===== src/rtl/wdoq_pkg.sv =====
package wdoq_pkg;

  localparam int SLOTS_DEF = 64;
  localparam int CAP_W     = 20;
  localparam int TAG_W     = 16;
  localparam int WT_W      = 16;
  localparam int ITEMS_W   = 7;
  localparam int IN_W      = 40;
  localparam int OUT_W     = 88;
  localparam int WORD_W    = TAG_W + WT_W;

  localparam logic [CAP_W-1:0] CAP_RESET = 20'd1024;

  typedef enum logic [1:0] {
    OP_PUSH = 2'd0,
    OP_POP  = 2'd1,
    OP_TRIM = 2'd2
  } op_t;

  typedef enum logic [1:0] {
    ST_IDLE,
    ST_CHECK,
    ST_TAKE
  } state_t;

  typedef struct packed {
    logic [CAP_W-1:0]   q_events;
    logic [ITEMS_W-1:0] q_items;
    logic [CAP_W-1:0]   ev_events;
    logic [ITEMS_W-1:0] ev_items;
    logic [WT_W-1:0]    weight;
    logic [TAG_W-1:0]   tag;
    logic               ok;
  } result_t;

endpackage


===== src/rtl/weighted_drop_oldest_queue_unit.sv =====
// Weighted drop-oldest queue: a ring of tagged items in one slot memory. A push is
// stored only if the total weight held then stays at or below the capacity register.
// Each input word is one command (push, pop or trim) and yields exactly one result
// word. A push that fits, a refused pop, a trim with nothing to drop and the unused
// code give their result from ST_CHECK; a pop that delivers gives it from ST_TAKE, once
// the head entry is read from the slot memory. Every item dropped from the head by a
// push or a trim is read in ST_CHECK and retired in ST_TAKE, since the memory has one
// read port. The next word is taken while a finished result still waits in the output
// register; a result that cannot be loaded holds the engine. No clearing pass follows
// reset: only occupied slots are ever read.
module weighted_drop_oldest_queue_unit import wdoq_pkg::*; #(
  parameter int SLOTS = SLOTS_DEF
) (
  input  logic             clk,
  input  logic             rst,
  input  logic             cfg_we,
  input  logic [CAP_W-1:0] cfg_wdata,
  input  logic             s_tvalid,
  output logic             s_tready,
  // op[1:0], tag[17:2], weight[33:18], pop_allowed[34], zero fill
  input  logic [IN_W-1:0]  s_tdata,
  output logic             m_tvalid,
  input  logic             m_tready,
  // ok[0], out_tag[16:1], out_weight[32:17], evicted_items[39:33],
  // evicted_events[59:40], queued_items[66:60], queued_events[86:67], zero fill
  output logic [OUT_W-1:0] m_tdata
);

  localparam int AW = $clog2(SLOTS);

  logic              mem_we;
  logic [AW-1:0]     mem_waddr;
  logic [WORD_W-1:0] mem_wdata;
  logic              mem_re;
  logic [AW-1:0]     mem_raddr;
  logic [WORD_W-1:0] mem_rdata;
  logic              res_valid;
  logic              res_ready;
  result_t           res;

  wdoq_ram #(
    .WIDTH (WORD_W),
    .DEPTH (SLOTS)
  ) u_slots (
    .clk   (clk),
    .we    (mem_we),
    .waddr (mem_waddr),
    .wdata (mem_wdata),
    .re    (mem_re),
    .raddr (mem_raddr),
    .rdata (mem_rdata)
  );

  wdoq_ctrl #(
    .SLOTS (SLOTS)
  ) u_ctrl (
    .clk       (clk),
    .rst       (rst),
    .cfg_we    (cfg_we),
    .cfg_wdata (cfg_wdata),
    .in_valid  (s_tvalid),
    .in_ready  (s_tready),
    .in_data   (s_tdata),
    .mem_we    (mem_we),
    .mem_waddr (mem_waddr),
    .mem_wdata (mem_wdata),
    .mem_re    (mem_re),
    .mem_raddr (mem_raddr),
    .mem_rdata (mem_rdata),
    .res_valid (res_valid),
    .res_ready (res_ready),
    .res       (res)
  );

  wdoq_out u_out (
    .clk       (clk),
    .rst       (rst),
    .res_valid (res_valid),
    .res_ready (res_ready),
    .res       (res),
    .m_tvalid  (m_tvalid),
    .m_tready  (m_tready),
    .m_tdata   (m_tdata)
  );

endmodule


===== src/rtl/wdoq_ram.sv =====
module wdoq_ram #(
  parameter int WIDTH = 32,
  parameter int DEPTH = 64
) (
  input  logic                     clk,
  input  logic                     we,
  input  logic [$clog2(DEPTH)-1:0] waddr,
  input  logic [WIDTH-1:0]         wdata,
  input  logic                     re,
  input  logic [$clog2(DEPTH)-1:0] raddr,
  output logic [WIDTH-1:0]         rdata
);

  logic [WIDTH-1:0] mem [DEPTH];

  always_ff @(posedge clk) begin
    if (we) begin
      mem[waddr] <= wdata;
    end
    if (re) begin
      rdata <= mem[raddr];
    end
  end

endmodule


===== src/rtl/wdoq_ctrl.sv =====
module wdoq_ctrl import wdoq_pkg::*; #(
  parameter int SLOTS = SLOTS_DEF
) (
  input  logic                     clk,
  input  logic                     rst,
  input  logic                     cfg_we,
  input  logic [CAP_W-1:0]         cfg_wdata,
  input  logic                     in_valid,
  output logic                     in_ready,
  input  logic [IN_W-1:0]          in_data,
  output logic                     mem_we,
  output logic [$clog2(SLOTS)-1:0] mem_waddr,
  output logic [WORD_W-1:0]        mem_wdata,
  output logic                     mem_re,
  output logic [$clog2(SLOTS)-1:0] mem_raddr,
  input  logic [WORD_W-1:0]        mem_rdata,
  output logic                     res_valid,
  input  logic                     res_ready,
  output result_t                  res
);

  localparam int AW = $clog2(SLOTS);
  localparam int CW = $clog2(SLOTS + 1);
  localparam logic [AW-1:0] LAST_SLOT = AW'(SLOTS - 1);
  localparam logic [CW-1:0] FULL_CNT  = CW'(SLOTS);

  state_t           state, state_next;
  op_t              op;
  logic [TAG_W-1:0] tag;
  logic [WT_W-1:0]  weight;
  logic             allowed;
  logic [CAP_W-1:0] cap;
  logic [AW-1:0]    head, head_next;
  logic [AW-1:0]    tail, tail_next;
  logic [CW-1:0]    count, count_next;
  logic [CAP_W-1:0] total, total_next;
  logic [CW-1:0]    ev_items, ev_items_next;
  logic [CAP_W-1:0] ev_events, ev_events_next;

  logic             r_ok;
  logic [TAG_W-1:0] r_tag;
  logic [WT_W-1:0]  r_wt;
  logic [CAP_W:0]   sum;
  logic             over, full, empty;
  logic [WT_W-1:0]  hw;

  assign in_ready  = (state == ST_IDLE);
  assign sum       = {1'b0, total} + {{(CAP_W + 1 - WT_W){1'b0}}, weight};
  assign over      = sum > {1'b0, cap};
  assign full      = (count == FULL_CNT);
  assign empty     = (count == '0);
  assign hw        = mem_rdata[WT_W-1:0];
  assign mem_waddr = tail;
  assign mem_wdata = {tag, weight};
  assign mem_raddr = head;

  always_ff @(posedge clk) begin
    if (rst) begin
      state     <= ST_IDLE;
      cap       <= CAP_RESET;
      head      <= '0;
      tail      <= '0;
      count     <= '0;
      total     <= '0;
      ev_items  <= '0;
      ev_events <= '0;
    end else begin
      state     <= state_next;
      head      <= head_next;
      tail      <= tail_next;
      count     <= count_next;
      total     <= total_next;
      ev_items  <= ev_items_next;
      ev_events <= ev_events_next;
      if (cfg_we) begin
        cap <= cfg_wdata;
      end
    end
  end

  always_ff @(posedge clk) begin
    if (in_valid && in_ready) begin
      op      <= op_t'(in_data[1:0]);
      tag     <= in_data[17:2];
      weight  <= in_data[33:18];
      allowed <= in_data[34];
    end
  end

  always_comb begin
    state_next     = state;
    head_next      = head;
    tail_next      = tail;
    count_next     = count;
    total_next     = total;
    ev_items_next  = ev_items;
    ev_events_next = ev_events;
    mem_we         = 1'b0;
    mem_re         = 1'b0;
    res_valid      = 1'b0;
    r_ok           = 1'b0;
    r_tag          = '0;
    r_wt           = '0;
    unique case (state)
      ST_IDLE: begin
        if (in_valid) begin
          state_next     = ST_CHECK;
          ev_items_next  = '0;
          ev_events_next = '0;
        end
      end
      ST_CHECK: begin
        case (op)
          OP_PUSH: begin
            if (!empty && (over || full)) begin
              mem_re     = 1'b1;
              state_next = ST_TAKE;
            end else if (!over) begin
              res_valid  = 1'b1;
              r_ok       = 1'b1;
              mem_we     = 1'b1;
              tail_next  = (tail == LAST_SLOT) ? '0 : tail + 1'b1;
              count_next = count + 1'b1;
              total_next = sum[CAP_W-1:0];
              state_next = ST_IDLE;
            end else begin
              res_valid  = 1'b1;
              state_next = ST_IDLE;
            end
          end
          OP_POP: begin
            if (!empty && allowed) begin
              mem_re     = 1'b1;
              state_next = ST_TAKE;
            end else begin
              res_valid  = 1'b1;
              state_next = ST_IDLE;
            end
          end
          OP_TRIM: begin
            if (!empty && (total > cap)) begin
              mem_re     = 1'b1;
              state_next = ST_TAKE;
            end else begin
              res_valid  = 1'b1;
              state_next = ST_IDLE;
            end
          end
          default: begin
            res_valid  = 1'b1;
            state_next = ST_IDLE;
          end
        endcase
      end
      ST_TAKE: begin
        head_next  = (head == LAST_SLOT) ? '0 : head + 1'b1;
        count_next = count - 1'b1;
        total_next = (total >= CAP_W'(hw)) ? total - CAP_W'(hw) : '0;
        if (op == OP_POP) begin
          res_valid  = 1'b1;
          r_ok       = 1'b1;
          r_tag      = mem_rdata[WORD_W-1:WT_W];
          r_wt       = hw;
          state_next = ST_IDLE;
        end else begin
          ev_items_next  = ev_items + 1'b1;
          ev_events_next = ev_events + CAP_W'(hw);
          state_next     = ST_CHECK;
        end
      end
      default: begin
        state_next = ST_IDLE;
      end
    endcase

    res.ok        = r_ok;
    res.tag       = r_tag;
    res.weight    = r_wt;
    res.ev_items  = ITEMS_W'(ev_items);
    res.ev_events = ev_events;
    res.q_items   = ITEMS_W'(count_next);
    res.q_events  = total_next;

    // hold everything until the output register has room
    if (res_valid && !res_ready) begin
      state_next = state;
      head_next  = head;
      tail_next  = tail;
      count_next = count;
      total_next = total;
      mem_we     = 1'b0;
    end
  end

endmodule


===== src/rtl/wdoq_out.sv =====
module wdoq_out import wdoq_pkg::*; (
  input  logic             clk,
  input  logic             rst,
  input  logic             res_valid,
  output logic             res_ready,
  input  result_t          res,
  output logic             m_tvalid,
  input  logic             m_tready,
  output logic [OUT_W-1:0] m_tdata
);

  result_t held;

  assign res_ready = !m_tvalid || m_tready;
  assign m_tdata   = {{(OUT_W - $bits(result_t)){1'b0}}, held};

  always_ff @(posedge clk) begin
    if (rst) begin
      m_tvalid <= 1'b0;
    end else if (res_valid && res_ready) begin
      m_tvalid <= 1'b1;
    end else if (m_tready) begin
      m_tvalid <= 1'b0;
    end
  end

  always_ff @(posedge clk) begin
    if (res_valid && res_ready) begin
      held <= res;
    end
  end

endmodule


===== config.mk =====
export PLATFORM = sky130hd
export DESIGN_NAME = weighted_drop_oldest_queue_unit
export DESIGN_NICKNAME = d
export VERILOG_FILES = /design/src/rtl/wdoq_pkg.sv /design/src/rtl/weighted_drop_oldest_queue_unit.sv /design/src/rtl/wdoq_ram.sv /design/src/rtl/wdoq_ctrl.sv /design/src/rtl/wdoq_out.sv
export SDC_FILE = /design/constraint.sdc
export NUM_CORES = 2
export LEC_CHECK = 0
export BUFFER_PORTS_ARGS = -buffer_cell sky130_fd_sc_hd__clkbuf_2
export CAP_MARGIN = 20
export CORE_MARGIN = 4
export CORE_UTILIZATION = 35
export CTS_CLUSTER_SIZE = 25
export DETAILED_ROUTE_END_ITERATION = 8
export GPL_TIMING_DRIVEN = 0
export PLACE_DENSITY = 0.49
export SYNTH_ARGS = -nofsm -noshare
export SYNTH_HDL_FRONTEND = slang
export SYNTH_SLANG_ARGS = --single-unit

===== constraint.sdc =====
create_clock -name clk -period 11.2 [get_ports clk]
set_input_delay 1.12 -clock clk [delete_from_list [all_inputs] [get_ports clk]]
set_output_delay 1.12 -clock clk [all_outputs]
set_load 0.1 [all_outputs]

== Word-level counts from Yosys, hierarchy flattened ==
Memory sizes are Yosys's and may differ from the RTL's. A register that Yosys moved wholly into a read port is not among the register bits.
Index checks and enable logic that the tools add are counted.

* Logic and storage cells: 110
* Memory bits (writable): 2048
* Output and inout bits: 90
* Input bits: 65
* Memories: 1
* Register bits: 211

* Add/subtract/negate cells: 8
* Multiplexer cells: 45
* Order comparisons: 3
* Bitwise operators: 3
* Eq/ne operators: 9
* Reductions and logical operators: 21

{| class="wikitable"
|+ Memories
! name !! words !! bits a word !! read ports !! clocked after Yosys merged registers in !! write ports !! line !! text
|-
| u_slots.mem || 64 || 32 || 1 || 1 || 1 || wdoq_ram.sv:14 || <nowiki>logic [WIDTH-1:0] mem [DEPTH];</nowiki>
|}

{| class="wikitable"
|+ Operator list
! kind !! count
|-
| $mux W20 || 6
|-
| $pmux W20 S2 || 2
|-
| $mux W7 || 5
|-
| $pmux W7 S2 || 2
|-
| $add A20 B16 Y21 || 1
|-
| $gt A21 B20 Y1 || 1
|-
| $add A20 B16 Y20 || 1
|-
| $ge A20 B16 Y1 || 1
|-
| $gt A20 B20 Y1 || 1
|-
| $sub A20 B16 Y20 || 1
|-
| $mux W1 || 18
|-
| $add A7 B1 Y7 const B || 2
|-
| $add A6 B1 Y6 const B || 2
|-
| $eq A6 B6 Y1 const B || 2
|-
| $mux W6 || 2
|-
| $pmux W2 S3 || 2
|-
| $mux W2 || 4
|-
| $eq A7 B7 Y1 const B || 1
|-
| $logic_not A7 Y1 || 1
|-
| $sub A7 B1 Y7 const B || 1
|-
| $logic_and A1 B1 Y1 || 6
|-
| $pmux W1 S3 || 2
|-
| $reduce_and A2 Y1 || 3
|-
| $reduce_and A5 Y1 || 1
|-
| other kinds (10) || 21
|}

== Depth between registers and ports, before layout ==
* Depth in word-level cells: 11
* Depth in mapped cells: 21
* Gate-level depth less buffers: 19

== Cells and area by module ==
Synthesis repeated with hierarchy kept, for this count alone.

* Cells, all modules: 4477
* Area, all modules: 90579.4 um^2

{| class="wikitable"
|+ By module, submodules not included
! module !! cells each !! times used !! sequential area each (um^2) !! area each (um^2)
|-
| wdoq_ram || 3324 || 1 || 62459.9 || 78835.6
|-
| wdoq_ctrl || 1059 || 1 || 2812.7 || 9064.9
|-
| wdoq_out || 94 || 1 || 2632.5 || 2678.8
|}

== Least setup slack after synthesis ==
No wires, ideal clock.

* Path type: register to register
* From: reg u_ctrl.weight[0]
* To: reg u_out.held, in the netlist u_out.m_tdata[0], enable pin
* Slack: 2.672 ns
* Stages on the path, launching flop included: 19
* Clock period less this slack: 8.528 ns
* Data arrival time: 7.995 ns
* Required time: 10.667 ns
* Buffers on the path: 0
* Library setup time: 0.533 ns
* Cell sequence: edfxtp_1 ha_1 inv_1 fa_1 nand2b_1 a21o_1 a21oi_2 a311oi_1 nor4_1 xor2_1 ha_1 a22oi_1 o211ai_1 a2111oi_4 nor2_4 o211ai_1 a21o_1 nand2_1 nor2_1

* Word-level cells in the longest chain between the ends: 8

{| class="wikitable"
|+ Ends and longest elaborated chain
! element !! line !! text
|-
| from (decl) || wdoq_ctrl.sv:30 || <nowiki>logic [WT_W-1:0] weight;</nowiki>
|-
| from (signal assigned) || wdoq_ctrl.sv:85 || <nowiki>weight <= in_data[33:18];</nowiki>
|-
| $add A20 B16 Y21 || wdoq_ctrl.sv:48 || <nowiki>assign sum = {1'b0, total} + {{(CAP_W + 1 - WT_W){1'b0}}, weight};</nowiki>
|-
| $gt A21 B20 Y1 || wdoq_ctrl.sv:49 || <nowiki>assign over = sum > {1'b0, cap};</nowiki>
|-
| $logic_or A1 B1 Y1 || wdoq_ctrl.sv:115 || <nowiki>if (!empty && (over || full)) begin</nowiki>
|-
| $logic_and A1 B1 Y1 || wdoq_ctrl.sv:115 ||
|-
| $mux W1 || wdoq_ctrl.sv:115 ||
|-
| $pmux W1 S3 || wdoq_ctrl.sv:113 || <nowiki>case (op)</nowiki>
|-
| $pmux W1 S2 || wdoq_ctrl.sv:104 || <nowiki>unique case (state)</nowiki>
|-
| $logic_and A1 B1 Y1 || wdoq_out.sv:28 || <nowiki>if (res_valid && res_ready) begin</nowiki>
|-
| to (signal assigned) || wdoq_out.sv:29 || <nowiki>held <= res;</nowiki>
|-
| to (decl) || wdoq_out.sv:12 || <nowiki>result_t held;</nowiki>
|}

No other way between the ends.
A chain may end at the register's enable or synchronous reset.

== Final worst setup path ==
* From: reg u_ctrl.weight[8]
* To: mem u_slots.mem[33][14], enable pin

* Word-level cells in the longest chain between the ends: 11
* Elaborated cells between the ends (all ways): 15
* Classes of those cells: add/sub (1); order compare (1); mux (10); reduce/logical (3)

{| class="wikitable"
|+ Ends and longest elaborated chain
! element !! line !! text
|-
| $add A20 B16 Y21 * || wdoq_ctrl.sv:48 ||
|-
| $gt A21 B20 Y1 * || wdoq_ctrl.sv:49 ||
|-
| $logic_or A1 B1 Y1 || wdoq_ctrl.sv:115 ||
|-
| $logic_and A1 B1 Y1 || wdoq_ctrl.sv:115 ||
|-
| $mux W1 || wdoq_ctrl.sv:115 ||
|-
| $pmux W1 S3 || wdoq_ctrl.sv:113 ||
|-
| $pmux W1 S2 || wdoq_ctrl.sv:104 ||
|-
| $logic_and A1 B1 Y1 || wdoq_ctrl.sv:185 || <nowiki>if (res_valid && !res_ready) begin</nowiki>
|-
| $mux W1 * || wdoq_ctrl.sv:185 ||
|-
| $mux W1 * || wdoq_ram.sv:17 || <nowiki>if (we) begin</nowiki>
|-
| $mux W1 (not written as such) * || wdoq_ram.sv:18 || <nowiki>mem[waddr] <= wdata;</nowiki>
|-
| to (decl) || wdoq_ram.sv:14 ||
|}

Mark *: on every way between the ends. The rest lies on a longest branch, timed or not.

==> flow_metrics.env <==
export IMPL_status="completed"
export IMPL_die_w_um=516
export IMPL_synth_edff_count=2202
export IMPL_h_tree_depth=4
export IMPL_grt_max_degree=33
export IMPL_hold_violations=0
export IMPL_cp_top_family="simple AND/OR/NAND/NOR gates"
export IMPL_cp_max_fo=23
export IMPL_cts_hold_buf=0
export IMPL_vias=45000
export IMPL_cts_tree="done"
export IMPL_die_area_um2=266000
export IMPL_cts_setup_buffers=0
export IMPL_hp_start="s_tdata[13]"
export IMPL_r2r_setup_slack_ns=2.62
export IMPL_final_cell_mix="edfxtp_1 (2202), mux4_2 (672), clkbuf_16 (240)"
export IMPL_die_y_um=516
export IMPL_p_per_area_nw_per_um2=163
export IMPL_port_buffers=146
export IMPL_whs_path_depth=1
export IMPL_fmaxAchievable_mhz=117
export IMPL_ys_flop_type="edfxtp_1"
export IMPL_netlist_area_leader_share_pct=73.2
export IMPL_cts_path_max_buffers=3
export IMPL_area_delta_synth_final_pct=19.5
export IMPL_slew_headroom_pct=20.4
export IMPL_synthesis_nets=4315
export IMPL_critical_path_class="reg2reg"
export IMPL_utilization_pct=42.0
export IMPL_firstDrtPassIters=6
export IMPL_initialDrtViolationCount=4897
export IMPL_dpl_worst_slack_ns=2.70
export IMPL_synth_seq_cells=2291
export IMPL_synth_cells=4149
export IMPL_gp_congestion=0.855
export IMPL_grt_pass1_vias=45600
export IMPL_fin_worst_skew_ns=0.0960
export IMPL_clk_latency_ns=0.89
export IMPL_tightest_slew_ns=1.19
export IMPL_placementRows=186
export IMPL_ys_warn_count=0
export IMPL_setup_viol=0
export IMPL_fin_crit_ns=8.58
export IMPL_slew_violations=0
export IMPL_synth_avg_cell_area_um2=21.8
export IMPL_ctsResizeCount=0
export IMPL_r2r_start="u_ctrl.weight[8]$_DFFE_PP_"
export IMPL_async_flop_share_pct=0
export IMPL_wl_per_cell_um=32.3
export IMPL_placed_area_um2=100000
export IMPL_slowest_stage="nor2_4"
export IMPL_tns_ns=0
export IMPL_postLayoutCellArea_um2=108000
export IMPL_critPathArrivalTime_ns=9.14
export IMPL_coreArea_um2=257000
export IMPL_min_to="u_ctrl.tag[11]$_DFFE_PP_"
export IMPL_fin_ws_ns=2.62
export IMPL_ir_worst_vdd_mv=0.158
export IMPL_r2r_end="u_slots.mem[33][14]$_DFFE_PP_"
export IMPL_synth_area_um2=90300
export IMPL_end_kind="flip-flop"
export IMPL_critPathMaxStageDelay_ns=1.01
export IMPL_cts_buffers=239
export IMPL_total_leakage_power_uw=0.0335
export IMPL_netlist_cell_type_count=85
export IMPL_grt_ovfl_total=0
export IMPL_cp_cell_sequence="buf_8, buf_16, buf_16, ha_1, and2_1, a311oi_1, o21ai_0, a21oi_1, a211o_1, xnor2_1, ha_1, nand4_1, nor4_1, or3b_2, and3_1, o21ai_2, nor3_2, buf_2, nand3_1, nor2_4, buf_12"
export IMPL_track_usage_pct=20.2
export IMPL_required_ns=11.76
export IMPL_cts_root_buf="clkbuf_16"
export IMPL_drc=0
export IMPL_rsz0062_at_grt="false"
export IMPL_reg2reg_depth=21
export IMPL_antenna_found_initial=29
export IMPL_ys_seq_area_share_pct=75.2
export IMPL_cts_reportedPaths_clkPinSlew_ns=0.06
export IMPL_drive_gt1_share_pct=29.8
export IMPL_hold_class="in2reg"
export IMPL_startpoint_type="flip-flop"
export IMPL_grt_pass1_wl_um=373000
export IMPL_io_pins=155
export IMPL_hpwl_um=193000
export IMPL_crit_buf_inv=5
export IMPL_timing_final_crit_share_pct=76.6
export IMPL_final_common_cell="edfxtp_1"
export IMPL_cap_violations=0
export IMPL_viasPerCell=5.39
export IMPL_cts_sinks=2291
export IMPL_postRouteAntennaNets=0
export IMPL_final_nets=4922
export IMPL_synthTopCellsByArea="edfxtp_1 (73%), mux4_2 (17%), dfxtp_1 (2.0%), ha_1 (1.4%), nor2_1 (0.79%)"
export IMPL_initial_core_util_pct=35.2
export IMPL_synth_area_leader_cell="edfxtp_1"
export IMPL_fillers=22200
export IMPL_wl_um=270000
==> Yosys cell counts, types with 20 or more instances <==
cell type and count:
xor2_1 21, a21o_1 28, dfxtp_1 89, mux2i_1 21, inv_1 74, edfxtp_1 2202
nand3_1 26, o21ai_0 40, mux4_2 672, nor2_1 189, a21oi_1 67, and2_1 22
nand2_1 68, xnor2_1 30, clkbuf_1 130, buf_1 57, buf_2 21, ha_1 98
nor3_1 20
==> worst max path at each step <==
stage                                          start  cells after the start                         endpoint
after global routing      u_ctrl.weight[8]$_DFFE_PP_                     21    u_slots.mem[33][14]$_DFFE_PP_
after detailed placement  u_ctrl.weight[8]$_DFFE_PP_                     21    u_slots.mem[33][14]$_DFFE_PP_
after floorplan           u_ctrl.weight[0]$_DFFE_PP_                     18       u_out.m_tdata[0]$_DFFE_PP_
final                     u_ctrl.weight[8]$_DFFE_PP_                     21    u_slots.mem[33][14]$_DFFE_PP_
after global placement    u_ctrl.weight[1]$_DFFE_PP_                     18  u_out.m_tdata[11]$_SDFFCE_PN0P_
after CTS                 u_ctrl.weight[8]$_DFFE_PP_                     21    u_slots.mem[33][14]$_DFFE_PP_
==> worst reg2reg max path, cell delays in order, from the launching register on <==
cell and delay (ns):
edfxtp_1 0.82, buf_8 0.26, buf_16 0.18, buf_16 0.19
ha_1 0.34, and2_1 0.19, a311oi_1 0.51, o21ai_0 0.33
a21oi_1 0.35, a211o_1 0.28, xnor2_1 0.10, ha_1 0.32
nand4_1 0.12, nor4_1 0.25, or3b_2 0.18, and3_1 0.29
o21ai_2 0.19, nor3_2 0.90, buf_2 0.38, nand3_1 0.78
nor2_4 1.02, buf_12 0.29
==> stage by stage <==
stage,cells,hold slack (ns),total power [µW]
final,8354,0.412,17600
after floorplan,4149,0.426,9920
after global routing,8350,0.352,18200
after detailed placement,7887,0.458,10300
after global placement,7679,0.448,10100
after CTS,8328,0.335,17800
==> layout make-up <==
class | count | area [µm²] | share of cell area (%)
Antenna cell | 14 | 35.0 | 0.0325
Clock buffer | 322 | 6320 | 5.86
Inverter | 74 | 278 | 0.257
Sequential cell | 2291 | 67900 | 62.9
Buffer | 211 | 838 | 0.777
Tap cell | 3384 | 4230 | 3.92
Clock inverter | 119 | 1030 | 0.953
Timing Repair Buffer | 366 | 5500 | 5.10
Multi-Input combinational cell | 1573 | 21800 | 20.2
==> sequential cells by signal (all words and copies together), names as in the netlist <==
signal            count
u_slots.mem        2048
u_out.m_tdata        87
u_slots.rdata        32
u_ctrl.cap           20
u_ctrl.ev_events     20
u_ctrl.total         20
u_ctrl.tag           16
u_ctrl.weight        16
u_ctrl.count          7
u_ctrl.ev_items       7
u_ctrl.mem_raddr      6
u_ctrl.mem_waddr      6
u_ctrl.op             2
u_ctrl.state          2
u_ctrl.allowed        1
u_out.m_tvalid        1
==> power by group <==
part,internal [µW],switching (µW),leakage [µW]
logic,181,390,0.00940
registers,9450,51.3,0.0205
clock network,4190,3350,0.00356
total,13800,3790,0.0335
==> metal layers <==
metal / track usage, % / wire length, µm
met1: 28.0 / 115000
met2: 33.2 / 131000
met3: 3.73 / 16800
met4: 5.05 / 6950
met5: 0 / 46
==> logic make-up (layout without fill, tap and decap cells) <==
| kind of cell | count (synthesis) | count (layout) | share of synthesized area (%) |
|---|---|---|---|
| and+or+nand+nor | 440 | 440 | 2.39 |
| xor gates and xnor gates | 51 | 51 | 0.495 |
| muxes | 694 | 694 | 17.0 |
| DFF | 2291 | 2291 | 75.2 |
| buffers and inverters | 285 | 1092 | 1.23 |
| other | 1 | 15 | 0.00415 |
| adders and majority gates | 101 | 101 | 1.42 |
| AOI/OAI and AO/OA | 286 | 286 | 2.24 |
Power figures use the tool's default switching activity.
